File: src/sv/sfsc_pkg.sv
`timescale 1ns / 1ps
package sfsc_pkg;

  localparam int unsigned MaskCount = 7;
  localparam int unsigned MaskW     = 64;
  localparam int unsigned TotalW    = 40;
  localparam int unsigned RptW      = 32;
  localparam int unsigned BaseW     = 2;
  localparam int unsigned CfgIdxW   = 3;

  localparam int unsigned DefaultMaxReadLen = 32 * 1024;
  localparam int unsigned DefaultNumGroups  = 7;

  // TAA, TAG and TGA
  localparam logic [MaskW-1:0]  DefaultStops = 64'h0105_0000_0000_0000;
  localparam logic [TotalW-1:0] TotalMax     = {TotalW{1'b1}};

  typedef logic [MaskW-1:0]     mask_t;
  typedef logic [TotalW-1:0]    total_t;
  typedef logic [MaskCount-1:0] grp_flags_t;

  // one base handed from the input register to the codon scanner
  typedef struct packed {
    logic             step;
    logic             last;
    logic [BaseW-1:0] base;
  } scan_step_t;

  // read-end update handed to the total accumulator
  typedef struct packed {
    logic            en;
    grp_flags_t      flags;
    logic [RptW-1:0] rpt;
  } acc_upd_t;

endpackage

File: src/sv/sfsc_base_if.sv
`timescale 1ns / 1ps
interface sfsc_base_if;
  import sfsc_pkg::*;

  logic            valid;
  logic            ready;
  logic [BaseW-1:0] base;
  logic            end_of_read;
  logic [RptW-1:0] repeat_count;

  modport source (output valid, output base, output end_of_read, output repeat_count,
                  input ready);
  modport sink (input valid, input base, input end_of_read, input repeat_count,
                output ready);
endinterface

File: src/sv/sfsc_result_if.sv
`timescale 1ns / 1ps
interface sfsc_result_if;
  import sfsc_pkg::*;

  logic         valid;
  logic         ready;
  logic [MaskCount-1:0] noncoding_flags;
  logic [TotalW-1:0] group_total_0;
  logic [TotalW-1:0] group_total_1;
  logic [TotalW-1:0] group_total_2;
  logic [TotalW-1:0] group_total_3;
  logic [TotalW-1:0] group_total_4;
  logic [TotalW-1:0] group_total_5;
  logic [TotalW-1:0] group_total_6;

  modport source (output valid, output noncoding_flags,
                  output group_total_0, output group_total_1, output group_total_2,
                  output group_total_3, output group_total_4, output group_total_5,
                  output group_total_6, input ready);
  modport sink (input valid, input noncoding_flags,
                input group_total_0, input group_total_1, input group_total_2,
                input group_total_3, input group_total_4, input group_total_5,
                input group_total_6, output ready);
endinterface

File: src/sv/six_frame_stop_codon_check_unit.sv
`timescale 1ns / 1ps
// Channel   Dir  Modport  Payload
// in_i      in   sink     base, end_of_read, repeat_count (one base per transfer)
// out_o     out  source   noncoding_flags, group_total_0..6 (one per read end)
// cfg_*     in   -        cfg_we_i, cfg_idx_i, cfg_data_i (stop mask writes)
//
// One base is taken per cycle; a read end loads the result register at the edge
// that moves it out of the input register. The scan is one pass of mask lookups,
// flag update and a 40-bit saturating add. Reset clears the read state and totals
// and loads the default stop masks. A read end waits in the input register while
// a result is still untaken and blocks the bases behind it; other bases pass
// regardless of the output.
module six_frame_stop_codon_check_unit #(
  parameter int unsigned MAX_READ_LEN = sfsc_pkg::DefaultMaxReadLen,
  parameter int unsigned NUM_GROUPS   = sfsc_pkg::DefaultNumGroups
) (
  input  logic                          clk_i,
  input  logic                          rst_ni,
  input  logic                          cfg_we_i,
  input  logic [sfsc_pkg::CfgIdxW-1:0]  cfg_idx_i,
  input  logic [sfsc_pkg::MaskW-1:0]    cfg_data_i,
  sfsc_base_if.sink                     in_i,
  sfsc_result_if.source                 out_o
);
  import sfsc_pkg::*;

  mask_t [MaskCount-1:0] masks_q;

  logic             s1_vld_q;
  logic [BaseW-1:0] s1_base_q;
  logic             s1_eor_q;
  logic [RptW-1:0]  s1_rpt_q;

  logic                   out_vld_q;
  grp_flags_t             out_flags_q;
  total_t [MaskCount-1:0] out_tot_q;

  logic       out_free, s1_adv, in_xfer;
  scan_step_t step;
  acc_upd_t   upd;
  grp_flags_t flags;
  total_t [MaskCount-1:0] totals;

  assign out_free    = !out_vld_q || out_o.ready;
  assign s1_adv      = s1_vld_q && (!s1_eor_q || out_free);
  assign in_i.ready  = !s1_vld_q || s1_adv;
  assign in_xfer     = in_i.valid && in_i.ready;

  assign step.step = s1_adv;
  assign step.last = s1_eor_q;
  assign step.base = s1_base_q;

  assign upd.en    = s1_adv && s1_eor_q;
  assign upd.flags = flags;
  assign upd.rpt   = s1_rpt_q;

  sfsc_codon_scan #(
    .MAX_READ_LEN (MAX_READ_LEN),
    .NUM_GROUPS   (NUM_GROUPS)
  ) u_scan (
    .clk_i   (clk_i),
    .rst_ni  (rst_ni),
    .step_i  (step),
    .masks_i (masks_q),
    .flags_o (flags)
  );

  sfsc_total_acc u_acc (
    .clk_i    (clk_i),
    .rst_ni   (rst_ni),
    .upd_i    (upd),
    .totals_o (totals)
  );

  // stop mask registers; an index past the last group is dropped
  always_ff @(posedge clk_i or negedge rst_ni) begin
    if (!rst_ni) begin
      masks_q <= {MaskCount{DefaultStops}};
    end else if (cfg_we_i && (cfg_idx_i < CfgIdxW'(MaskCount))) begin
      masks_q[cfg_idx_i] <= cfg_data_i;
    end
  end

  always_ff @(posedge clk_i or negedge rst_ni) begin
    if (!rst_ni) begin
      s1_vld_q <= 1'b0;
    end else if (in_xfer) begin
      s1_vld_q <= 1'b1;
    end else if (s1_adv) begin
      s1_vld_q <= 1'b0;
    end
  end

  always_ff @(posedge clk_i) begin
    if (in_xfer) begin
      s1_base_q <= in_i.base;
      s1_eor_q  <= in_i.end_of_read;
      s1_rpt_q  <= in_i.repeat_count;
    end
  end

  always_ff @(posedge clk_i or negedge rst_ni) begin
    if (!rst_ni) begin
      out_vld_q <= 1'b0;
    end else if (upd.en) begin
      out_vld_q <= 1'b1;
    end else if (out_o.ready) begin
      out_vld_q <= 1'b0;
    end
  end

  always_ff @(posedge clk_i) begin
    if (upd.en) begin
      out_flags_q <= flags;
      out_tot_q   <= totals;
    end
  end

  assign out_o.valid           = out_vld_q;
  assign out_o.noncoding_flags = out_flags_q;
  assign out_o.group_total_0   = out_tot_q[0];
  assign out_o.group_total_1   = out_tot_q[1];
  assign out_o.group_total_2   = out_tot_q[2];
  assign out_o.group_total_3   = out_tot_q[3];
  assign out_o.group_total_4   = out_tot_q[4];
  assign out_o.group_total_5   = out_tot_q[5];
  assign out_o.group_total_6   = out_tot_q[6];

  a_result_source: assert property (@(posedge clk_i) disable iff (!rst_ni)
    $rose(out_vld_q) |-> $past(s1_vld_q && s1_eor_q))
    else $error("result raised without a read end");

  a_read_end_held: assert property (@(posedge clk_i) disable iff (!rst_ni)
    (s1_vld_q && s1_eor_q && out_vld_q && !out_o.ready) |=> s1_vld_q)
    else $error("stalled read end lost");

  a_xfer_captured: assert property (@(posedge clk_i) disable iff (!rst_ni)
    in_xfer |=> s1_vld_q)
    else $error("accepted base not held in input register");

endmodule

File: src/sv/sfsc_codon_scan.sv
`timescale 1ns / 1ps
module sfsc_codon_scan #(
  parameter int unsigned MAX_READ_LEN = sfsc_pkg::DefaultMaxReadLen,
  parameter int unsigned NUM_GROUPS   = sfsc_pkg::DefaultNumGroups
) (
  input  logic                                     clk_i,
  input  logic                                     rst_ni,
  input  sfsc_pkg::scan_step_t                     step_i,
  input  sfsc_pkg::mask_t [sfsc_pkg::MaskCount-1:0] masks_i,
  output sfsc_pkg::grp_flags_t                     flags_o
);
  import sfsc_pkg::*;

  localparam int unsigned PosW       = $clog2(MAX_READ_LEN + 1);
  localparam int unsigned GroupsUsed = (NUM_GROUPS < MaskCount) ? NUM_GROUPS : MaskCount;

  logic [3:0]      prev_q, prev_d;
  logic [PosW-1:0] pos_q, pos_d;
  logic [1:0]      frame_q, frame_d;
  logic [MaskCount-1:0][2:0] fwd_q, fwd_d, rev_q, rev_d;
  logic [MaskCount-1:0][2:0] fwd_hit, rev_hit;

  logic       take, codon;
  logic [5:0] fwd_idx, rev_idx;
  logic [2:0] fbit;

  always_comb begin
    take    = step_i.step && (pos_q != PosW'(MAX_READ_LEN));
    codon   = take && (pos_q >= PosW'(2));
    fwd_idx = {prev_q, step_i.base};
    // reverse complement: reverse the bases, then 3-x of each, which is ~x
    rev_idx = ~{step_i.base, prev_q[1:0], prev_q[3:2]};
    fbit    = 3'b001 << frame_q;

    for (int g = 0; g < MaskCount; g++) begin
      fwd_hit[g] = fwd_q[g];
      rev_hit[g] = rev_q[g];
      if (codon && (g < GroupsUsed)) begin
        if (masks_i[g][fwd_idx]) fwd_hit[g] = fwd_q[g] | fbit;
        if (masks_i[g][rev_idx]) rev_hit[g] = rev_q[g] | fbit;
      end
      flags_o[g] = (&fwd_hit[g]) && (&rev_hit[g]);
    end

    prev_d  = prev_q;
    pos_d   = pos_q;
    frame_d = frame_q;
    fwd_d   = fwd_q;
    rev_d   = rev_q;
    if (step_i.step && step_i.last) begin
      prev_d  = '0;
      pos_d   = '0;
      frame_d = '0;
      fwd_d   = '0;
      rev_d   = '0;
    end else if (take) begin
      prev_d = {prev_q[1:0], step_i.base};
      pos_d  = pos_q + PosW'(1);
      fwd_d  = fwd_hit;
      rev_d  = rev_hit;
      if (codon) frame_d = (frame_q == 2'd2) ? 2'd0 : frame_q + 2'd1;
    end
  end

  always_ff @(posedge clk_i or negedge rst_ni) begin
    if (!rst_ni) begin
      prev_q  <= '0;
      pos_q   <= '0;
      frame_q <= '0;
      fwd_q   <= '0;
      rev_q   <= '0;
    end else begin
      prev_q  <= prev_d;
      pos_q   <= pos_d;
      frame_q <= frame_d;
      fwd_q   <= fwd_d;
      rev_q   <= rev_d;
    end
  end

  a_pos_bound: assert property (@(posedge clk_i) disable iff (!rst_ni)
    pos_q <= PosW'(MAX_READ_LEN))
    else $error("base position ran past the read length limit");

  a_frame_range: assert property (@(posedge clk_i) disable iff (!rst_ni)
    frame_q != 2'd3)
    else $error("frame counter out of range");

  a_read_clear: assert property (@(posedge clk_i) disable iff (!rst_ni)
    (step_i.step && step_i.last) |=> (pos_q == '0 && fwd_q == '0 && rev_q == '0))
    else $error("per-read state not cleared at read end");

endmodule

File: src/sv/sfsc_total_acc.sv
`timescale 1ns / 1ps
module sfsc_total_acc (
  input  logic                                      clk_i,
  input  logic                                      rst_ni,
  input  sfsc_pkg::acc_upd_t                        upd_i,
  output sfsc_pkg::total_t [sfsc_pkg::MaskCount-1:0] totals_o
);
  import sfsc_pkg::*;

  total_t [MaskCount-1:0] tot_q, tot_d;
  logic [MaskCount-1:0][TotalW:0] sum;

  always_comb begin
    tot_d = tot_q;
    for (int g = 0; g < MaskCount; g++) begin
      sum[g] = {1'b0, tot_q[g]} + (TotalW + 1)'(upd_i.rpt);
      if (upd_i.en && upd_i.flags[g]) begin
        // carry out means the total would pass its maximum: hold at max
        tot_d[g] = sum[g][TotalW] ? TotalMax : sum[g][TotalW-1:0];
      end
    end
  end

  // the result register captures the totals including this read
  assign totals_o = tot_d;

  always_ff @(posedge clk_i or negedge rst_ni) begin
    if (!rst_ni) begin
      tot_q <= '0;
    end else begin
      tot_q <= tot_d;
    end
  end

  for (genvar g = 0; g < MaskCount; g++) begin : g_chk
    a_monotone: assert property (@(posedge clk_i) disable iff (!rst_ni)
      tot_q[g] >= $past(tot_q[g]))
      else $error("group total decreased");
  end

endmodule

File: src/flat_wrapper.sv
// flat-port wrapper written by rule: the top's interface ports become plain ports
module six_frame_stop_codon_check_unit_flat import sfsc_pkg::*;
#(
  parameter int unsigned MAX_READ_LEN = sfsc_pkg::DefaultMaxReadLen,
  parameter int unsigned NUM_GROUPS   = sfsc_pkg::DefaultNumGroups
)
  (clk_i, rst_ni, cfg_we_i, cfg_idx_i, cfg_data_i, in_i_valid, in_i_base, in_i_end_of_read, in_i_repeat_count, in_i_ready, out_o_valid, out_o_noncoding_flags, out_o_group_total_0, out_o_group_total_1, out_o_group_total_2, out_o_group_total_3, out_o_group_total_4, out_o_group_total_5, out_o_group_total_6, out_o_ready);
  sfsc_base_if in_i_i ();
  sfsc_result_if out_o_i ();
  input  logic clk_i;
  input  logic rst_ni;
  input  logic cfg_we_i;
  input  logic [sfsc_pkg::CfgIdxW-1:0] cfg_idx_i;
  input  logic [sfsc_pkg::MaskW-1:0] cfg_data_i;
  input wire logic [$bits(in_i_i.valid)-1:0] in_i_valid;
  input wire logic [$bits(in_i_i.base)-1:0] in_i_base;
  input wire logic [$bits(in_i_i.end_of_read)-1:0] in_i_end_of_read;
  input wire logic [$bits(in_i_i.repeat_count)-1:0] in_i_repeat_count;
  output wire logic [$bits(in_i_i.ready)-1:0] in_i_ready;
  output wire logic [$bits(out_o_i.valid)-1:0] out_o_valid;
  output wire logic [$bits(out_o_i.noncoding_flags)-1:0] out_o_noncoding_flags;
  output wire logic [$bits(out_o_i.group_total_0)-1:0] out_o_group_total_0;
  output wire logic [$bits(out_o_i.group_total_1)-1:0] out_o_group_total_1;
  output wire logic [$bits(out_o_i.group_total_2)-1:0] out_o_group_total_2;
  output wire logic [$bits(out_o_i.group_total_3)-1:0] out_o_group_total_3;
  output wire logic [$bits(out_o_i.group_total_4)-1:0] out_o_group_total_4;
  output wire logic [$bits(out_o_i.group_total_5)-1:0] out_o_group_total_5;
  output wire logic [$bits(out_o_i.group_total_6)-1:0] out_o_group_total_6;
  input wire logic [$bits(out_o_i.ready)-1:0] out_o_ready;
  assign in_i_i.valid = in_i_valid;
  assign in_i_i.base = in_i_base;
  assign in_i_i.end_of_read = in_i_end_of_read;
  assign in_i_i.repeat_count = in_i_repeat_count;
  assign in_i_ready = in_i_i.ready;
  assign out_o_valid = out_o_i.valid;
  assign out_o_noncoding_flags = out_o_i.noncoding_flags;
  assign out_o_group_total_0 = out_o_i.group_total_0;
  assign out_o_group_total_1 = out_o_i.group_total_1;
  assign out_o_group_total_2 = out_o_i.group_total_2;
  assign out_o_group_total_3 = out_o_i.group_total_3;
  assign out_o_group_total_4 = out_o_i.group_total_4;
  assign out_o_group_total_5 = out_o_i.group_total_5;
  assign out_o_group_total_6 = out_o_i.group_total_6;
  assign out_o_i.ready = out_o_ready;
  six_frame_stop_codon_check_unit #(.MAX_READ_LEN(MAX_READ_LEN), .NUM_GROUPS(NUM_GROUPS)) u_core (.clk_i(clk_i), .rst_ni(rst_ni), .cfg_we_i(cfg_we_i), .cfg_idx_i(cfg_idx_i), .cfg_data_i(cfg_data_i), .in_i(in_i_i), .out_o(out_o_i));
endmodule
File: config.mk
export PLATFORM = sky130hd
export DESIGN_NAME = six_frame_stop_codon_check_unit_flat
export DESIGN_NICKNAME = d
export VERILOG_FILES = /design/src/sv/sfsc_pkg.sv /design/src/sv/sfsc_base_if.sv /design/src/sv/sfsc_result_if.sv /design/src/sv/six_frame_stop_codon_check_unit.sv /design/src/sv/sfsc_codon_scan.sv /design/src/sv/sfsc_total_acc.sv /design/src/flat_wrapper.sv
export SDC_FILE = /design/constraint.sdc
export NUM_CORES = 2
export LEC_CHECK = 0
export BUFFER_PORTS_ARGS = -buffer_cell sky130_fd_sc_hd__buf_2
export CAP_MARGIN = 20
export CORE_ASPECT_RATIO = 1.1
export CORE_MARGIN = 3
export CORE_UTILIZATION = 35
export CTS_CLUSTER_DIAMETER = 50
export CTS_CLUSTER_SIZE = 10
export DETAILED_ROUTE_END_ITERATION = 10
export PLACE_DENSITY = 0.53
export SETUP_SLACK_MARGIN = 0.3
export SYNTH_ARGS = -nofsm -noshare
export SYNTH_HDL_FRONTEND = slang
export SYNTH_HIERARCHICAL = 1
export SYNTH_SLANG_ARGS = --single-unit
File: constraint.sdc
create_clock -name clk_i -period 15.4 [get_ports clk_i]
set_clock_uncertainty 0.05 [all_clocks]
set_input_delay 0 -clock clk_i [delete_from_list [all_inputs] [get_ports clk_i]]
set_output_delay 0 -clock clk_i [all_outputs]
set_load 0.01 [all_outputs]
# --- Word level (Yosys, flattened, before mapping) ---
# Cells that the tools add are included.
classes:
  reduce_logical: 46
  shifts: 1
  n_lt_le_gt_ge: 6
  add_sub_neg: 9
  n_bitwise: 15
  mux: 89
  n_eq_ne: 2
ops:
  columns: ["operator", "count"]
  rows:
  - ["two-way mux 40 bit", 14]
  - ["bitwise mux 448 bit", 1]
  - ["adder 40 x 32 -> 41 bit", 7]
  - ["demux 64 bit (select 3 bit)", 1]
  - ["binary-select mux 1 bit (select 6 bit)", 14]
  - ["two-way mux 21 bit", 4]
  - ["two-way mux 3 bit", 28]
  - ["two-way mux 64 bit", 1]
  - ["OR 3 bit", 14]
  - ["AND reduction 3 bit", 14]
  - ["two-way mux 16 bit", 2]
  - ["logical AND 1 bit", 21]
  - ["two-way mux 1 bit", 18]
  - ["adder 16 x 1 -> 16 bit (second input constant)", 1]
  - ["greater-or-equal comparator 16 x 2 -> 1 bit (second input constant)", 1]
  - ["!= test 16 bit (second input constant)", 1]
  - ["less-than comparator 6 x 7 -> 1 bit (second input constant)", 2]
  - ["two-way mux 2 bit", 4]
  - ["two-way mux 4 bit", 2]
  - ["nonzero test 2 bit", 4]
  - ["NOT 6 bit", 1]
  - ["less-than comparator 3 x 4 -> 1 bit (second input constant)", 1]
  - ["greater-or-equal comparator 3 x 1 -> 1 bit (second input constant)", 1]
  - ["zero test 1 bit", 3]
  - ["6 further kinds", 8]
word_totals:
  inputBits: 107
  out_inout_bits: 289
  regBits: 1116
  wordCells: 212

# --- Logic depth before layout (Yosys ltp) ---
logic_depth:
  depth_word: 11
  ltp_mapped: 20
  depth_no_buf: 16

# --- By module ---
# Netlist, hierarchy kept.
modules_own_cells:
  columns: ["module", "cells_per_inst", "n_inst", "seq_area_each_um2", "area_each_um2"]
  rows:
  - ["six_frame_stop_codon_check_unit", 1284, 1, 20956.3, 27446.3]
  - ["sfsc_total_acc", 2648, 1, 7006.7, 22464.0]
  - ["sfsc_codon_scan", 914, 1, 1601.5, 10764.1]

# --- Least setup slack after synthesis ---
# Ideal clock, no wire load.
synth_path:
  kind: "register -> register"
  from: "register u_core.out_vld_q (netlist: u_core/out_o.valid)"
  to: "register u_core.out_tot_q, in the netlist u_core/out_o.group_total_2[7] (data pin)"
  setup_time_ps: 164
  slack_ps: -623
  stages_incl_launch_ff: 9
  t_required_ps: 15186
  period_less_slack_ps: 16023
  path_buffers: 2
  arrival_time_ps: 15809
  path_cell_list: "dfrtp_1 nor2b_1 nor2_1 nand2_1 a21o_1 or2_1 clkbuf_1 buf_2 a31oi_1"
synth_rtl:
  columns: ["element", "line", "text"]
  rows:
  - ["start: declaration", "six_frame_stop_codon_check_unit.sv:34", "logic out_vld_q;"]
  - ["start signal: assignment", "six_frame_stop_codon_check_unit.sv:104", "out_vld_q <= 1'b0;"]
  - ["start signal: assignment", "six_frame_stop_codon_check_unit.sv:106", "out_vld_q <= 1'b1;"]
  - ["start signal: assignment", "six_frame_stop_codon_check_unit.sv:108", "out_vld_q <= 1'b0;"]
  - ["end signal: assignment", "six_frame_stop_codon_check_unit.sv:115", "out_tot_q <= totals;"]
  - ["end: declaration", "six_frame_stop_codon_check_unit.sv:36", "total_t [MaskCount-1:0] out_tot_q;"]

==> metrics <==
proportion of layout cells with a drive suffix above 1 a little over a quarter; Max FO, Critical Path between 40 and 50; Die Width between 400 and 500 um; row count about 160; tightest hold margin 66.51 ps; NumNets Final roughly 5700; storage element area 29570 sq um; Final Hold Fails 0; global-route wire length before repair between 200000 and 300000 um; number of global-route vias before repair around 43000; clock buffer count from CTS around 150; global-route usage over all layers a little over a fifth; PostCTS Resize Cnt 0; actual slew at the worst max-slew pin between 1000 and 1500 ps; worst setup margin between 8000 and 9000 ps; time the worst path needs with I/O delays and setup 6567 ps; post-synth design cell area between 60000 and 70000 sq um; Worst setup SP type register; number of top-level pins roughly 400; number of nets still failing antenna checks after routing 0; HP Start cfg_data_i[7]; CP arrival roughly 7200 ps; met2 usage a little over a third; largest net degree at the start of global routing 152; Post-synth EDFFs about 320; detailed-routing iteration count for the pre-antenna-repair pass 7; clock tree buffer depth 3; post-synthesis async set-or-reset flop share between 70% and 80%; launch point of the worst path u_core/s1_base_q[0]$_DFFE_PP_; floorplan die area around 180000 sq um; CTS tree yes; HPWL reported at the end of detailed placement approximately 130000 um; unrepaired setup endpoints after global routing no; Die Height around 440 um; DRC violations left 0; final weighted congestion in routability-driven placement 0.9182; type of destination of the critical path register; Pwr per Cell Area about 130 nW/um^2; multi-input combinational cell area 29100 sq um; number of max-capacitance violations reported 0; Slew Limit Headroom 21.18%; fraction of met1 tracks used by global routing between 20% and 30%; startpoint of the most critical register-to-register path u_core/s1_base_q[0]$_DFFE_PP_; total wire length about 200000 um; synthesized net count between 5000 and 6000; Worst-Skew Late Latency roughly 800 ps; final max-slew violation count 0; gate count of the mapped netlist between 4000 and 5000; mean number of vias per cell 5.593; static leakage between 30 and 40 nW; Cell variety after synth around 120; clock transition at the register clock pins on the worst setup and hold paths after CTS approximately 60 ps; Total Neg Setup Slack 0 ps; global route hottest layer met2; grt met3 use under 10%; Post-Syn Area per Cell about 13 sq um; Max rail drop VDD between 0.1 and 0.15 mV; CTS Root Cell sky130_fd_sc_hd__clkbuf_16; Worst Hold Class in -> reg; overflow left after global routing 0; Seq cells post-synth 1116; initial core utilization between 30% and 40%; core region area approximately 170000 sq um; filler cell count between 15000 and 20000; Syn. warnings 6; drt initial violations approximately 3400; antenna violations before repair 13; number of H-tree branching levels 4; port buffer count between 300 and 400; number of sinks on the clock net approximately 1100; part of the Yosys area used for sequential elements about half; worst slack, placed roughly 8700 ps; final count of negative-setup-slack endpoints 0; layout overhead on the synthesized area 17.27%; routed vias 43360; period utilisation layout between 40% and 50%; post-layout power approximately 9 mW; Worst Setup Path Type reg -> reg; maximum achievable frequency approximately 0.15 GHz; run status finished clean; most frequently used flop master after synthesis sky130_fd_sc_hd__dfrtp_1; routed length per placed instance approximately 25 um; required time reported for the critical path endpoint 15980 ps
-- stage by stage --
step,instance area (sq um),utilization [%],cells
2_1_floorplan,60680,-,4846
3_3_place_gp,64360,37.53,7322
3_5_place_dp,64380,37.54,7324
4_1_cts,71080,41.45,7746
5_1_grt,71150,41.49,7752
6_report,71150,41.49,7753
-- registers in the layout, summed over array words and instances, names as in the netlist, 4 cells and up --
name and count:
u_core/out_o.group_total_6 40, u_core/u_scan/rev_q 21, u_core/out_o.noncoding_flags 7, u_core/masks_q 448
u_core/u_acc/tot_q 280, u_core/s1_rpt_q 32, u_core/out_o.group_total_5 40, u_core/u_scan/prev_q 4
u_core/out_o.group_total_1 40, u_core/u_scan/pos_q 16, u_core/u_scan/fwd_q 21, u_core/out_o.group_total_2 40
u_core/out_o.group_total_0 40, u_core/out_o.group_total_4 40, u_core/out_o.group_total_3 40
-- path summary, 6_finish.rpt --
path | to | slack (ps) | cells past startpoint
setup / recovery | u_core/out_o.group_total_5[24]$_DFFE_PP_ | 8830 | 15
hold / removal | u_core/masks_q[135]$_DFFE_PN0P_ | 70 | 3
setup reg to reg | u_core/out_o.group_total_5[24]$_DFFE_PP_ | 8830 | 15
hold reg to reg | u_core/u_scan/rev_q[15]$_DFFE_PN0P_ | 430 | 2
max in group asynchronous | u_core/masks_q[399]$_DFFE_PN0P_ | 12410 | 6
min in group asynchronous | u_core/u_acc/tot_q[73]$_DFF_PN0_ | 440 | 4
-- cell type report --
type                            instances  area share [%]
Sequential cell                      1116           41.56
Clock buffer                          219           6.093
Inverter                               71          0.3746
Antenna cell                            4         0.01407
Tap cell                             2254           3.964
Timing Repair Buffer                  623           5.866
Multi-Input combinational cell       3410           40.89
Clock inverter                         56           1.231
-- power by group --
part	switching (mW)	leakage, nW	internal, mW	total [mW]
sequential	0.289	13.2	3.38	3.67
combinational	0.817	15.2	0.797	1.61
clock	1.39	2.50	2.24	3.63
-- repair_timing --
item | CTS | global route
buffers inserted | 0 | 0
endpoints found under the hold margin | 584 | 0
hold buffers | 147 | 0
-- cells by family (layout without fill, tap and decap cells) --
kind of cell	count (synthesis)	after routing	synth area share, %
flops	1116	1116	48.73
mux	749	749	18.99
buf+inv	320	969	3.421
simple gates	1049	1049	8.102
fa+ha+maj	234	234	4.912
other cells	0	4	0
compound gates	1174	1174	12.90
xor+xnor	204	204	2.945
-- synthesized netlist by cell type, drive strengths merged, types with 60 or more instances --
master / count / area share [%]
dfrtp: 773 / 32
mux2: 480 / 10
nor2: 355 / 2.2
edfxtp: 322 / 16
nand2: 290 / 1.8
a21oi: 263 / 2.2
ha: 227 / 4.7
mux4: 209 / 8.0
o21ai: 173 / 1.4
a31oi: 171 / 1.8
a21o: 150 / 1.9
buf: 134 / 2.1
clkbuf: 115 / 0.85
xnor2: 115 / 1.7
nand3: 103 / 0.85
xor2: 89 / 1.3
inv: 70 / 0.43
mux2i: 60 / 0.99
-- cells in the final DEF (no fill, tap or decap), drive strengths merged, types with 23 or more instances in the layout --
cell type	instances
dfrtp	773
mux2	480
buf	477
nor2	355
edfxtp	322
nand2	290
a21oi	263
ha	227
clkbuf	219
mux4	209
o21ai	173
a31oi	171
a21o	150
dlygate4sd3	146
xnor2	115
nand3	103
xor2	89
inv	83
mux2i	60
o22ai	56
and3	53
nor3	45
o22a	43
o21bai	36
a22oi	36
a211oi	35
nand4	34
o21a	31
and2	31
nor2b	28
nand2b	24
o31ai	23
-- critical path, cell delays in order (launching register included) --
cell and delay [ps]:
sky130_fd_sc_hd__edfxtp_1 320, sky130_fd_sc_hd__buf_4 520, sky130_fd_sc_hd__buf_4 750, sky130_fd_sc_hd__mux4_1 400, sky130_fd_sc_hd__o22ai_1 90, sky130_fd_sc_hd__or4_1 530
sky130_fd_sc_hd__o22ai_1 550, sky130_fd_sc_hd__a21oi_1 190, sky130_fd_sc_hd__nor3_1 220, sky130_fd_sc_hd__and4_1 410, sky130_fd_sc_hd__nand2_1 290, sky130_fd_sc_hd__a21oi_1 530
sky130_fd_sc_hd__nand3_1 660, sky130_fd_sc_hd__buf_4 450, sky130_fd_sc_hd__nand2_1 170, sky130_fd_sc_hd__o22a_1 180
-- routing by layer --
layer / vias to the layer above / wire [um] / share of wire, %
met5: - / 13 / 0.0066
met4: 2 / 7785 / 4.0
li1: 19560 / - / -
met1: 21960 / 83450 / 42
met3: 335 / 12390 / 6.3
met2: 1502 / 93440 / 47
Note: power is estimated with default switching activity, not from simulation.
